==> config.mk <==
export PLATFORM = sky130hd
export DESIGN_NAME = scalar_kalman_filter_flat
export DESIGN_NICKNAME = d
export VERILOG_FILES = /design/src/rtl/skf_pkg.sv /design/src/rtl/skf_if.sv /design/src/rtl/skf_datapath.sv /design/src/rtl/skf_ctrl.sv /design/src/rtl/scalar_kalman_filter.sv /design/src/flat_wrapper.sv
export SDC_FILE = /design/constraint.sdc
export NUM_CORES = 2
export LEC_CHECK = 0
export BUFFER_PORTS_ARGS = -buffer_cell sky130_fd_sc_hd__buf_2
export CORE_MARGIN = 3
export CORE_UTILIZATION = 66
export DETAILED_ROUTE_END_ITERATION = 8
export PLACE_DENSITY = 0.81
export SYNTH_ARGS = -nofsm -noshare
export SYNTH_HDL_FRONTEND = slang
export SYNTH_SLANG_ARGS = --single-unit
==> constraint.sdc <==
create_clock -name clk -period 12 [get_ports clk]
set_input_delay 3 -clock clk [delete_from_list [all_inputs] [get_ports clk]]
set_output_delay 3 -clock clk [all_outputs]
set_load 0.05 [all_outputs]
==> src/rtl/skf_pkg.sv <==
// Shared types, register indexes and constants of the scalar Kalman filter.
`default_nettype none

package skf_pkg;

  localparam int DATA_W            = 32;
  localparam int FRAC_BITS_DEFAULT = 16;
  localparam int CFG_IDX_W         = 3;

  localparam logic [CFG_IDX_W-1:0] REG_TRANS_GAIN = 3'd0;
  localparam logic [CFG_IDX_W-1:0] REG_PROC_NOISE = 3'd1;
  localparam logic [CFG_IDX_W-1:0] REG_MEAS_NOISE = 3'd2;
  localparam logic [CFG_IDX_W-1:0] REG_INIT_EST   = 3'd3;
  localparam logic [CFG_IDX_W-1:0] REG_INIT_COV   = 3'd4;

  localparam logic [DATA_W-1:0] RST_TRANS_GAIN = 32'd65536;
  localparam logic [DATA_W-1:0] RST_PROC_NOISE = 32'd655;
  localparam logic [DATA_W-1:0] RST_MEAS_NOISE = 32'd65536;
  localparam logic [DATA_W-1:0] RST_INIT_EST   = 32'd0;
  localparam logic [DATA_W-1:0] RST_INIT_COV   = 32'd65536;

  // Datapath operations, one per controller step
  typedef enum logic [3:0] {
    OP_NOP   = 4'd0,
    OP_LATCH = 4'd1,
    OP_MPRED = 4'd2,
    OP_MA2   = 4'd3,
    OP_RA2   = 4'd4,
    OP_MCOV  = 4'd5,
    OP_RCOV  = 4'd6,
    OP_ADDQ  = 4'd7,
    OP_DINIT = 4'd8,
    OP_DSTEP = 4'd9,
    OP_MEST  = 4'd10,
    OP_REST  = 4'd11,
    OP_RNCOV = 4'd12,
    OP_DONE  = 4'd13
  } op_t;

  typedef struct packed {
    op_t op;
  } cmd_t;

  typedef struct packed {
    logic div_last;
  } status_t;

endpackage

`default_nettype wire

==> src/rtl/skf_if.sv <==
// Channel interfaces: measurement input, result output, configuration write.
`default_nettype none

interface skf_meas_if;
  logic                              valid;
  logic                              ready;
  logic signed [skf_pkg::DATA_W-1:0] measurement;

  modport source (output valid, output measurement, input ready);
  modport sink   (input valid, input measurement, output ready);
endinterface

interface skf_res_if;
  logic                              valid;
  logic                              ready;
  logic signed [skf_pkg::DATA_W-1:0] estimate;
  logic        [skf_pkg::DATA_W-1:0] covariance;

  modport source (output valid, output estimate, output covariance, input ready);
  modport sink   (input valid, input estimate, input covariance, output ready);
endinterface

interface skf_cfg_if;
  logic                           valid;
  logic                           ready;
  logic [skf_pkg::CFG_IDX_W-1:0]  index;
  logic [skf_pkg::DATA_W-1:0]     data;

  modport source (output valid, output index, output data, input ready);
  modport sink   (input valid, input index, input data, output ready);
endinterface

`default_nettype wire

==> src/rtl/skf_datapath.sv <==
// Kalman filter datapath: config/state registers, shared multiplier, gain divider.
`default_nettype none

module skf_datapath #(
  parameter int FRAC_BITS = skf_pkg::FRAC_BITS_DEFAULT
) (
  input  logic                                 clk,
  input  logic                                 rst,
  input  skf_pkg::cmd_t                        cmd,
  output skf_pkg::status_t                     status,
  input  logic                                 cfg_we,
  input  logic [skf_pkg::CFG_IDX_W-1:0]        cfg_index,
  input  logic [skf_pkg::DATA_W-1:0]           cfg_data,
  input  logic signed [skf_pkg::DATA_W-1:0]    measurement,
  output logic signed [skf_pkg::DATA_W-1:0]    estimate,
  output logic        [skf_pkg::DATA_W-1:0]    covariance
);

  localparam int W  = skf_pkg::DATA_W;
  localparam int MW = W + 2;              // multiplier operand width
  localparam int PW = 2 * MW;             // product width
  localparam int GW = FRAC_BITS + 1;      // gain width, gain <= 1.0
  localparam int CW = $clog2(FRAC_BITS + 1);
  localparam int DW = W + 1;              // P + R
  localparam int RW = W + 2;              // divider partial remainder
  localparam int TW = W + 3;              // rounded correction and sum

  localparam logic signed [PW-1:0] HALF  = PW'(1) <<< (FRAC_BITS - 1);
  localparam logic signed [PW-1:0] S_MAX = PW'(64'sd2147483647);
  localparam logic signed [PW-1:0] S_MIN = -PW'(64'sd2147483648);
  localparam logic signed [PW-1:0] U_MAX = PW'(64'hFFFF_FFFF);
  localparam logic signed [TW-1:0] T_MAX = TW'(64'sd2147483647);
  localparam logic signed [TW-1:0] T_MIN = -TW'(64'sd2147483648);
  localparam logic [GW-1:0]        ONE_G = GW'(1) << FRAC_BITS;

  function automatic logic signed [PW-1:0] rnd(input logic signed [PW-1:0] v);
    return (v + HALF) >>> FRAC_BITS;
  endfunction

  // config and filter state
  logic        [W-1:0] trans_gain;
  logic        [W-1:0] proc_noise;
  logic        [W-1:0] meas_noise;
  logic signed [W-1:0] est_reg;
  logic        [W-1:0] cov_reg;

  // working registers
  logic signed [W-1:0]  meas;
  logic signed [PW-1:0] prod;
  logic signed [W-1:0]  pred;
  logic signed [W:0]    diff;
  logic        [W-1:0]  a2;
  logic        [W-1:0]  pcov;
  logic        [DW-1:0] den;
  logic        [RW-1:0] rem;
  logic        [GW-1:0] quo;
  logic        [CW-1:0] cnt;
  logic signed [TW-1:0] corr;
  logic signed [W-1:0]  est_res;
  logic        [W-1:0]  cov_res;

  logic signed [MW-1:0] mul_a;
  logic signed [MW-1:0] mul_b;
  logic signed [MW-1:0] ga_ext;
  logic signed [MW-1:0] mag_a;
  logic signed [PW-1:0] prod_rnd;
  logic        [GW-1:0] gain_eff;
  logic        [GW-1:0] one_minus;
  logic        [RW-1:0] den_ext;
  logic                 ge;
  logic        [RW-1:0] rsub;
  logic        [W:0]    addq;
  logic signed [TW-1:0] est_sum;

  assign ga_ext    = {{(MW-W){trans_gain[W-1]}}, trans_gain};
  assign mag_a     = trans_gain[W-1] ? -ga_ext : ga_ext;
  assign prod_rnd  = rnd(prod);
  assign gain_eff  = (den == '0) ? '0 : quo;   // zero denominator gives zero gain
  assign one_minus = ONE_G - gain_eff;
  assign den_ext   = {1'b0, den};
  assign ge        = rem >= den_ext;
  assign rsub      = ge ? rem - den_ext : rem;
  assign addq      = {1'b0, pcov} + {1'b0, proc_noise};
  assign est_sum   = {{(TW-W){pred[W-1]}}, pred} + corr;

  assign status.div_last = (cnt == CW'(FRAC_BITS));

  always_comb begin
    mul_a = '0;
    mul_b = '0;
    unique case (cmd.op)
      skf_pkg::OP_MPRED: begin
        mul_a = {{(MW-W){est_reg[W-1]}}, est_reg};
        mul_b = ga_ext;
      end
      skf_pkg::OP_MA2: begin
        mul_a = mag_a;
        mul_b = mag_a;
      end
      skf_pkg::OP_MCOV: begin
        mul_a = {{(MW-W){1'b0}}, cov_reg};
        mul_b = {{(MW-W){1'b0}}, a2};
      end
      skf_pkg::OP_MEST: begin
        mul_a = {{(MW-GW){1'b0}}, gain_eff};
        mul_b = {{(MW-W-1){diff[W]}}, diff};
      end
      skf_pkg::OP_REST: begin
        mul_a = {{(MW-GW){1'b0}}, one_minus};
        mul_b = {{(MW-W){1'b0}}, pcov};
      end
      default: begin
      end
    endcase
  end

  // config port and filter state
  always_ff @(posedge clk) begin
    if (rst) begin
      trans_gain <= skf_pkg::RST_TRANS_GAIN;
      proc_noise <= skf_pkg::RST_PROC_NOISE;
      meas_noise <= skf_pkg::RST_MEAS_NOISE;
      est_reg    <= skf_pkg::RST_INIT_EST;
      cov_reg    <= skf_pkg::RST_INIT_COV;
      cnt        <= '0;
    end else begin
      if (cfg_we) begin
        unique case (cfg_index)
          skf_pkg::REG_TRANS_GAIN: trans_gain <= cfg_data;
          skf_pkg::REG_PROC_NOISE: proc_noise <= cfg_data;
          skf_pkg::REG_MEAS_NOISE: meas_noise <= cfg_data;
          skf_pkg::REG_INIT_EST:   est_reg    <= cfg_data;
          skf_pkg::REG_INIT_COV:   cov_reg    <= cfg_data;
          default: begin
          end
        endcase
      end
      if (cmd.op == skf_pkg::OP_DONE) begin
        est_reg <= est_res;
        cov_reg <= cov_res;
      end
      if (cmd.op == skf_pkg::OP_DINIT) begin
        cnt <= '0;
      end else if (cmd.op == skf_pkg::OP_DSTEP) begin
        cnt <= cnt + CW'(1);
      end
    end
  end

  always_ff @(posedge clk) begin
    prod <= mul_a * mul_b;
    unique case (cmd.op)
      skf_pkg::OP_LATCH: meas <= measurement;
      skf_pkg::OP_MA2: begin
        if (prod_rnd > S_MAX) begin
          pred <= S_MAX[W-1:0];
        end else if (prod_rnd < S_MIN) begin
          pred <= S_MIN[W-1:0];
        end else begin
          pred <= prod_rnd[W-1:0];
        end
      end
      skf_pkg::OP_RA2: begin
        a2   <= (prod_rnd > U_MAX) ? '1 : prod_rnd[W-1:0];
        diff <= {meas[W-1], meas} - {pred[W-1], pred};
      end
      skf_pkg::OP_RCOV: pcov <= (prod_rnd > U_MAX) ? '1 : prod_rnd[W-1:0];
      skf_pkg::OP_ADDQ: pcov <= addq[W] ? '1 : addq[W-1:0];
      skf_pkg::OP_DINIT: begin
        rem <= {{(RW-W){1'b0}}, pcov};
        den <= {1'b0, pcov} + {1'b0, meas_noise};
        quo <= '0;
      end
      skf_pkg::OP_DSTEP: begin
        // restoring division, one quotient bit per cycle
        rem <= {rsub[RW-2:0], 1'b0};
        quo <= {quo[GW-2:0], ge};
      end
      skf_pkg::OP_REST: corr <= prod_rnd[TW-1:0];
      skf_pkg::OP_RNCOV: begin
        cov_res <= prod_rnd[W-1:0];   // (1 - K) * P never exceeds P
        if (est_sum > T_MAX) begin
          est_res <= T_MAX[W-1:0];
        end else if (est_sum < T_MIN) begin
          est_res <= T_MIN[W-1:0];
        end else begin
          est_res <= est_sum[W-1:0];
        end
      end
      skf_pkg::OP_DONE: begin
        estimate   <= est_res;
        covariance <= cov_res;
      end
      default: begin
      end
    endcase
  end

  a_gain_le_one: assert property (@(posedge clk) disable iff (rst)
    cmd.op == skf_pkg::OP_MEST |-> gain_eff <= ONE_G)
    else $error("gain above one");

  a_rem_bound: assert property (@(posedge clk) disable iff (rst)
    cmd.op == skf_pkg::OP_DSTEP && den != '0 |=> rem < {den, 1'b0})
    else $error("divider remainder out of range");

  a_cov_shrinks: assert property (@(posedge clk) disable iff (rst)
    cmd.op == skf_pkg::OP_RNCOV |=> cov_res <= pcov)
    else $error("updated covariance exceeds prediction");

endmodule

`default_nettype wire

==> src/rtl/skf_ctrl.sv <==
// Kalman filter controller: sequences the datapath and owns the handshakes.
`default_nettype none

module skf_ctrl (
  input  logic             clk,
  input  logic             rst,
  input  logic             in_valid,
  output logic             in_ready,
  output logic             out_valid,
  input  logic             out_ready,
  output skf_pkg::cmd_t    cmd,
  input  skf_pkg::status_t status
);

  typedef enum logic [12:0] {
    S_IDLE  = 13'b0000000000001,
    S_MPRED = 13'b0000000000010,
    S_MA2   = 13'b0000000000100,
    S_RA2   = 13'b0000000001000,
    S_MCOV  = 13'b0000000010000,
    S_RCOV  = 13'b0000000100000,
    S_ADDQ  = 13'b0000001000000,
    S_DINIT = 13'b0000010000000,
    S_DSTEP = 13'b0000100000000,
    S_MEST  = 13'b0001000000000,
    S_REST  = 13'b0010000000000,
    S_RNCOV = 13'b0100000000000,
    S_DONE  = 13'b1000000000000
  } state_t;

  state_t state;
  state_t state_next;

  assign in_ready = (state == S_IDLE);

  always_comb begin
    state_next = state;
    cmd.op     = skf_pkg::OP_NOP;
    unique case (state)
      S_IDLE: begin
        if (in_valid) begin
          cmd.op     = skf_pkg::OP_LATCH;
          state_next = S_MPRED;
        end
      end
      S_MPRED: begin
        cmd.op     = skf_pkg::OP_MPRED;
        state_next = S_MA2;
      end
      S_MA2: begin
        cmd.op     = skf_pkg::OP_MA2;
        state_next = S_RA2;
      end
      S_RA2: begin
        cmd.op     = skf_pkg::OP_RA2;
        state_next = S_MCOV;
      end
      S_MCOV: begin
        cmd.op     = skf_pkg::OP_MCOV;
        state_next = S_RCOV;
      end
      S_RCOV: begin
        cmd.op     = skf_pkg::OP_RCOV;
        state_next = S_ADDQ;
      end
      S_ADDQ: begin
        cmd.op     = skf_pkg::OP_ADDQ;
        state_next = S_DINIT;
      end
      S_DINIT: begin
        cmd.op     = skf_pkg::OP_DINIT;
        state_next = S_DSTEP;
      end
      S_DSTEP: begin
        cmd.op = skf_pkg::OP_DSTEP;
        if (status.div_last) begin
          state_next = S_MEST;
        end
      end
      S_MEST: begin
        cmd.op     = skf_pkg::OP_MEST;
        state_next = S_REST;
      end
      S_REST: begin
        cmd.op     = skf_pkg::OP_REST;
        state_next = S_RNCOV;
      end
      S_RNCOV: begin
        cmd.op     = skf_pkg::OP_RNCOV;
        state_next = S_DONE;
      end
      S_DONE: begin
        // hold the result until the output register is free
        if (!out_valid || out_ready) begin
          cmd.op     = skf_pkg::OP_DONE;
          state_next = S_IDLE;
        end
      end
      default: begin
        state_next = S_IDLE;
      end
    endcase
  end

  always_ff @(posedge clk) begin
    if (rst) begin
      state     <= S_IDLE;
      out_valid <= 1'b0;
    end else begin
      state <= state_next;
      if (cmd.op == skf_pkg::OP_DONE) begin
        out_valid <= 1'b1;
      end else if (out_ready) begin
        out_valid <= 1'b0;
      end
    end
  end

  a_one_at_a_time: assert property (@(posedge clk) disable iff (rst)
    in_valid && in_ready |=> !in_ready)
    else $error("second transaction accepted while busy");

  a_done_waits: assert property (@(posedge clk) disable iff (rst)
    state == S_DONE && out_valid && !out_ready |=> state == S_DONE && out_valid)
    else $error("result dropped under stall");

  a_done_publishes: assert property (@(posedge clk) disable iff (rst)
    cmd.op == skf_pkg::OP_DONE |=> out_valid && state == S_IDLE)
    else $error("result not presented after update");

endmodule

`default_nettype wire

==> src/rtl/scalar_kalman_filter.sv <==
// Scalar Kalman filter top level: Q16.16 one-dimensional predict/update per measurement.
//
// Channels: meas carries one signed measurement per transaction; result carries the
// updated estimate and covariance; cfg writes the registers by index (0 transition
// gain, 1 process noise, 2 measurement noise, 3 initial estimate, 4 initial
// covariance). Writing index 3 or 4 also loads the filter state; other indexes are
// dropped. cfg is always ready and must be written only while the filter is idle; the
// block itself does not enforce this. One item is in flight at a time, as a new
// measurement is taken only once the last one has finished. The gain divider resolves
// one quotient bit per cycle; the other steps are the latch, the single shared
// multiplier and its rounding/saturation stage, the process noise add, the divider
// setup and the final publish.
// Reset (synchronous, rst high) restores the register defaults and the state
// estimate 0, covariance 1.0, and empties the output register.
// The output register holds a finished result while the receiver stalls; a new
// measurement is still taken and processed, and its result waits in the last step
// until the output register drains.
`default_nettype none

module scalar_kalman_filter #(
  parameter int FRAC_BITS = skf_pkg::FRAC_BITS_DEFAULT
) (
  input logic       clk,
  input logic       rst,
  skf_meas_if.sink  meas,
  skf_res_if.source result,
  skf_cfg_if.sink   cfg
);

  skf_pkg::cmd_t    cmd;
  skf_pkg::status_t status;

  assign cfg.ready = 1'b1;

  skf_ctrl u_ctrl (
    .clk       (clk),
    .rst       (rst),
    .in_valid  (meas.valid),
    .in_ready  (meas.ready),
    .out_valid (result.valid),
    .out_ready (result.ready),
    .cmd       (cmd),
    .status    (status)
  );

  skf_datapath #(
    .FRAC_BITS (FRAC_BITS)
  ) u_datapath (
    .clk         (clk),
    .rst         (rst),
    .cmd         (cmd),
    .status      (status),
    .cfg_we      (cfg.valid),
    .cfg_index   (cfg.index),
    .cfg_data    (cfg.data),
    .measurement (meas.measurement),
    .estimate    (result.estimate),
    .covariance  (result.covariance)
  );

endmodule

`default_nettype wire
==> src/flat_wrapper.sv <==
// flat-port wrapper written by rule: the top's interface ports become plain ports
module scalar_kalman_filter_flat 
#(
  parameter int FRAC_BITS = skf_pkg::FRAC_BITS_DEFAULT
)
  (clk, rst, meas_valid, meas_measurement, meas_ready, result_valid, result_estimate, result_covariance, result_ready, cfg_valid, cfg_index, cfg_data, cfg_ready);
  skf_meas_if meas_i ();
  skf_res_if result_i ();
  skf_cfg_if cfg_i ();
  input logic clk;
  input logic rst;
  input wire logic [$bits(meas_i.valid)-1:0] meas_valid;
  input wire logic [$bits(meas_i.measurement)-1:0] meas_measurement;
  output wire logic [$bits(meas_i.ready)-1:0] meas_ready;
  output wire logic [$bits(result_i.valid)-1:0] result_valid;
  output wire logic [$bits(result_i.estimate)-1:0] result_estimate;
  output wire logic [$bits(result_i.covariance)-1:0] result_covariance;
  input wire logic [$bits(result_i.ready)-1:0] result_ready;
  input wire logic [$bits(cfg_i.valid)-1:0] cfg_valid;
  input wire logic [$bits(cfg_i.index)-1:0] cfg_index;
  input wire logic [$bits(cfg_i.data)-1:0] cfg_data;
  output wire logic [$bits(cfg_i.ready)-1:0] cfg_ready;
  assign meas_i.valid = meas_valid;
  assign meas_i.measurement = meas_measurement;
  assign meas_ready = meas_i.ready;
  assign result_valid = result_i.valid;
  assign result_estimate = result_i.estimate;
  assign result_covariance = result_i.covariance;
  assign result_i.ready = result_ready;
  assign cfg_i.valid = cfg_valid;
  assign cfg_i.index = cfg_index;
  assign cfg_i.data = cfg_data;
  assign cfg_ready = cfg_i.ready;
  scalar_kalman_filter #(.FRAC_BITS(FRAC_BITS)) u_core (.clk(clk), .rst(rst), .meas(meas_i), .result(result_i), .cfg(cfg_i));
endmodule
# --- Yosys cells after proc, flatten, opt, wreduce, memory -nomap -nowiden ---
# Index checks and enable logic that the tools add are counted.
word_totals:
  regBits: 655
  output_inout_bits: 67
  word_cells: 116
op_classes:
  addsub: 9
  multipliers: 1
  order_cmp: 6
  n_eq_ne: 34
  muxes: 27
  n_reduce_logical: 17
op_table:
  columns: ["cell", "n"]
  rows:
  - ["34-bit case mux with 5 select lines", 2]
  - ["32-bit two-way mux", 10]
  - ["13-bit case mux with 13 select lines", 1]
  - ["68-bit by 17-bit adder with 68-bit output, second input constant", 1]
  - ["34-bit by 34-bit multiplier with 68-bit output", 1]
  - ["34-bit case mux with 2 select lines", 1]
  - ["32-bit by 32-bit adder with 33-bit output", 2]
  - ["32-bit case mux with 2 select lines", 1]
  - ["52-bit by 32-bit > comparator with 1-bit output, second input constant", 1]
  - ["52-bit by 33-bit > comparator with 1-bit output, second input constant", 1]
  - ["52-bit by 32-bit less-than comparator with 1-bit output, second input constant", 1]
  - ["4-bit case mux with 13 select lines", 1]
  - ["13-bit two-way mux", 3]
  - ["35-bit adder", 1]
  - ["35-bit by 32-bit > comparator with 1-bit output, second input constant", 1]
  - ["35-bit by 32-bit less-than comparator with 1-bit output, second input constant", 1]
  - ["34-bit by 33-bit greater-or-equal comparator with 1-bit output", 1]
  - ["34-bit two-way mux", 1]
  - ["32-bit negator with 34-bit output", 1]
  - ["17-bit case mux with 2 select lines", 1]
  - ["33-bit zero test", 1]
  - ["33-bit two-way mux", 1]
  - ["32-bit by 32-bit subtractor with 33-bit output", 1]
  - ["33-bit subtractor", 1]
  - ["35 further kinds", 57]

# --- Longest topological paths before layout ---
logic_depth:
  depth_word: 7
  ltp_mapped: 44
  ltp_nobuf: 42

# --- Modules after synthesis ---
# Synthesis repeated with hierarchy kept, for this count alone.
unflattened:
  hier_cells: 7872
  area_unflattened_um2: 74316.3
modules_own_cells:
  columns: ["mod", "instances", "cells_each", "area_per_inst_um2", "seq_area_each_um2"]
  rows:
  - ["skf_datapath", 1, 7765, 73406.7, 16615.9]
  - ["skf_ctrl", 1, 105, 898.4, 280.3]
  - ["scalar_kalman_filter", 1, 2, 11.3, 0.0]

# --- Least setup slack after synthesis ---
# OpenSTA, ideal clock, no wires.
synth_path:
  kind: "register to register"
  startpoint: "register u_core.u_ctrl.state[5]"
  endpoint: "register u_core.u_datapath.prod[54]"
  setup_ns: 0.072
  arrival_ns: 10.325
  required_time_ns: 11.928
  slack_ns: 1.603
  path_stages_with_launch: 38
  n_path_buf: 4
  period_less_slack_ns: 10.397
  path_cell_list: "dfxtp_1 > buf_2 > or4_4 > nor3_2 > nand2b_1 > clkbuf_1 > inv_1 > clkbuf_1 > nand2_1 > nand3_1 > clkbuf_1 > nand2_1 > fa_1 > inv_1 > fa_1 > fa_1 > inv_1 > fa_1 > [2 not listed] > fa_1 > fa_1 > inv_1 > fa_1 > inv_1 > ha_1 > a21oi_1 > o21ai_0 > a21oi_1 > o21ai_0 > nor3_2 > a21oi_4 > a211oi_1 > o21ai_1 > a21oi_1 > o21ai_1 > a21oi_1 > xnor2_1"
synth_between:
  elab_chain_cells: 5
  elab_cells_between_ends: 22
synth_rtl:
  columns: ["element", "line", "rtl"]
  rows:
  - ["start, declared", "skf_ctrl.sv:31", "state_t state;"]
  - ["start signal, assigned", "skf_ctrl.sv:110", "state <= state_next;"]
  - ["13-bit == test, or another cell as far along", "skf_ctrl.sv:39", "unique case (state)"]
  - ["4-bit case mux with 13 select lines *", "skf_ctrl.sv:39", null]
  - ["4-bit == test, or another cell as far along", "skf_datapath.sv:91", "unique case (cmd.op)"]
  - ["34-bit case mux with 5 select lines", "skf_datapath.sv:91", null]
  - ["34-bit by 34-bit multiplier with 68-bit output *", "skf_datapath.sv:151", "prod <= mul_a * mul_b;"]
  - ["end signal, assigned", "skf_datapath.sv:151", null]
  - ["end, declared", "skf_datapath.sv:49", "logic signed [PW-1:0] prod;"]
# Mark *: on every way between the ends. The rest lies on a longest branch, timed or not.
# A chain may end at the register's enable or synchronous reset.

# --- Worst setup path in the final report ---
layout_path:
  startpoint: "register u_core.u_datapath.den[11]"
  endpoint: "register u_core.u_datapath.prod[64]"
layout_between:
  elab_chain_cells: 5
layout_rtl:
  columns: ["element", "line", "rtl"]
  rows:
  - ["start, declared", "skf_datapath.sv:54", "logic [DW-1:0] den;"]
  - ["start signal, assigned", "skf_datapath.sv:171", "den <= {1'b0, pcov} + {1'b0, meas_noise};"]
  - ["33-bit zero test *", "skf_datapath.sv:78", "assign gain_eff = (den == '0) ? '0 : quo;"]
  - ["17-bit two-way mux *", "skf_datapath.sv:78", null]
  - ["17-bit subtractor", "skf_datapath.sv:79", "assign one_minus = ONE_G - gain_eff;"]
  - ["34-bit case mux with 5 select lines *", "skf_datapath.sv:91", null]
  - ["34-bit by 34-bit multiplier with 68-bit output *", "skf_datapath.sv:151", null]
# Marked as above.

==> flow_summary.ini <==
[run_status]
run_status = complete, no violations

[synth]
synth_ff_type = edfxtp_1
syn_avg_cell_area_um2 = 9.42
synth_top_area_cell = fa_1
syn_inst = 7701
yosysTopAreaCellShare_pct = 34.4
seq_area_frac_synth_pct = 23.3
synth_nets = 9386
synth_area_leaders = fa_1, edfxtp_1, inv_1
ys_warn_count = 0
synthesis.area_um2 = 72500
synth-seq-cells = 640
synth.distinct_cells = 89
synth_enable_flop_cells = 408
synth-async-reset-ratio_pct = 0

[power_and_ir_drop]
powerDensity_nw_per_um2 = 69.8
power.leakage_nw = 36.4
ir_worst_vdd_mv = 0.135

[floorplanning]
pin_count = 139
start_util_pct = 67.1
coreArea_um2 = 108000
die_width_um = 338
rows = 120
die_y_um = 338
die_area_um2 = 114000

[detailed_routing]
wirelength_um = 240000
drc = 0
dr.pass1.iters = 7
drt-initial-drc-count = 6921
vias = 57900
viasPerCell = 6.28
ant_nets = 0
avgRoutedWirePerCell_um = 26.0

[min_path]
hold_start = u_core.u_datapath.est_res[21]
hold-path-cell-count = 0
min_to = u_core.u_datapath.estimate[21]
min_path_type = register to register

[final_layout]
regArea_um2 = 16900
regMostFlops = u_core.u_datapath.prod
area_delta_synth_final_pct = 6.97
largest_reg_flops = 53
layout-drive-gt1-share_pct = 6.46
fin_nets = 9443
fin_area_um2 = 77600
multi_input_area_um2 = 49100
fillCellCount = 8111
reg.largest.list = u_core.u_datapath.prod (53), u_core.u_datapath.corr (35), u_core.u_datapath.rem (34)

[sta]
hold_violations = 0
fin_skew_ns = 0.0317
fin_crit_sh_pct = 96.5
fmax_mhz = 86.4
setup_viol = 0
tns_ns = 0
slew_headroom_pct = 10.1
tightestPinTransition_ns = 1.35
fin_crit_ns = 11.58
slew_violations = 0

[clock_tree]
post-cts-setup-buffers = 0
cts_tree = built
cts_buffer_depth = 3
cts-root-buf = clkbuf_16
ctsHoldBuffers = 0
numClockSinks = 640
ctsHtreeMaxLevel = 3
clk_pin_slew_worst_paths_ns = 0.06
clk-insertion-delay-late_ns = 0.66
numCtsBuffers = 67

[setup_path]
crit_arrival_ns = 12.15
required_ns = 12.57
ff2ff_path_depth = 39
worstSetupEndpointType = register
cp-start-kind = register
cpMostUsedCell = fa_1
reg2reg_to = u_core.u_datapath.prod[64]
cp_max_fo = 19
cp_slowest_cell = or3_1
rrSetupSlack_ns = 0.42
slowest_delay_ns = 0.54
timing.rr.start = u_core.u_datapath.den[11]
critPathKind = register to register

[grt]
grt_overflow = 0
grt_usage_pct = 43.3
grt_start_max_net_pins = 77
grt_pass1_wl_um = 363000
grt_pass1_vias = 59300
antenna_found_initial = 13

[run]
drv_cap = 0

[placed_design]
place_hpwl_um = 190000
gp_congestion = 1.02
place_area_um2 = 75400
portBuffers = 137
## power breakdown
part / switching (mW) / internal (mW)
sequential: 0.0612 / 2.44
clock: 0.950 / 1.20
combinational: 0.524 / 0.241
total: 1.54 / 3.88
## worst max-delay path by stage
| stage | to | cells past startpoint | start | slack (ns) |
|---|---|---|---|---|
| 2_1_floorplan | u_core.u_datapath.prod[54] | 37 | u_core.u_ctrl.state[5] | 1.60 |
| 3_3_place_gp | u_core.u_datapath.prod[62] | 38 | u_core.u_datapath.den[11] | 0.82 |
| 3_5_place_dp | u_core.u_datapath.prod[64] | 39 | u_core.u_datapath.den[11] | 0.72 |
| 4_1_cts | u_core.u_datapath.prod[64] | 39 | u_core.u_datapath.den[11] | 0.68 |
| 5_1_grt | u_core.u_datapath.prod[64] | 38 | u_core.u_datapath.den[11] | -0.02 |
| 6_report | u_core.u_datapath.prod[64] | 39 | u_core.u_datapath.den[11] | 0.42 |
## cells in the final DEF, fill, tap and decap left out, types with 35 or more instances in the layout
master / synthesis / final
nand2_1: 1157 / 1157
buf_2: 3 / 136
fa_1: 1245 / 1245
xnor2_1: 160 / 160
mux2i_1: 97 / 97
clkbuf_16: 0 / 69
buf_4: 1 / 190
and2_1: 41 / 40
nor2_1: 722 / 717
o21ai_0: 219 / 218
edfxtp_1: 408 / 408
a22oi_1: 37 / 36
ha_1: 368 / 367
nand4_1: 37 / 37
nand2b_1: 40 / 38
a21oi_1: 260 / 259
a21o_1: 69 / 69
dfxtp_1: 232 / 232
inv_1: 1458 / 1455
and3_1: 43 / 39
nand3_1: 93 / 91
nor3_1: 53 / 50
a211oi_1: 80 / 80
xor2_1: 116 / 116
nor2b_1: 35 / 35
## routing by layer
metal	GRT usage [%]	up-vias	part of all wire (%)
li1	-	24300	-
met1	54.4	28700	35
met2	65.5	3866	44
met3	12.9	1051	13
met4	28.3	6	8.6
met5	0	-	0.017
## what timing repair did
item | CTS | global route
gates resized for setup | 0 | 1
endpoints found under the hold margin | 0 | 0
endpoints found under the setup margin | 0 | 1
## cell type report
type	count	share of cell area (%)
inverters	1459	7.06
well taps	1403	2.26
clock buffers	97	2.48
clock inverters	27	0.393
repair buffers	329	2.79
flip-flops and latches	640	21.8
multi-input cells	5261	63.2
diodes	5	0.0161
## through the flow
stage | utilization, % | power, mW | setup slack (ns) | hold WS (ns) | std cells
finish | 71.8 | 5.42 | 0.419 | 0.447 | 9221
global route | 71.8 | 5.56 | -0.0161 | 0.458 | 9216
CTS | 71.8 | 5.39 | 0.679 | 0.451 | 9216
detailed placement | 69.7 | 3.28 | 0.719 | 0.438 | 9092
global placement | 69.7 | 3.26 | 0.818 | 0.436 | 9092
floorplan | - | 2.99 | 1.60 | 0.421 | 7701
## worst max-delay path: cells and delay by family (launching register included)
family	cells	cell delay (ns)
AO/OA/AOI/OAI	11	2.88
adder cells (fa/ha/maj)	10	4.71
flip-flops	1	0.42
AND/OR/NAND/NOR	9	2.37
buffers and inverters	8	0.92
XOR/XNOR	1	0.17
## cell families (layout without fill, tap and decap cells)
logic type / after synthesis / count (layout) / synth area share (%)
AND/OR/NAND/NOR: 2339 / 2339 / 13.6
buffers and inverters: 1800 / 1912 / 9.32
adder cells (fa/ha/maj): 1613 / 1613 / 40.7
AO/OA/AOI/OAI: 933 / 933 / 8.35
flip-flops: 640 / 640 / 23.3
XOR/XNOR: 276 / 276 / 3.33
multiplexers: 99 / 99 / 1.37
other: 1 / 6 / 0.00517
## synth_stat cells, types with 97 or more instances
cell,number
a21oi_1,260
clkbuf_1,322
dfxtp_1,232
edfxtp_1,408
fa_1,1245
ha_1,368
inv_1,1458
mux2i_1,97
nand2_1,1157
nor2_1,722
o21ai_0,219
xnor2_1,160
xor2_1,116
(Power assumes the default switching activity.)
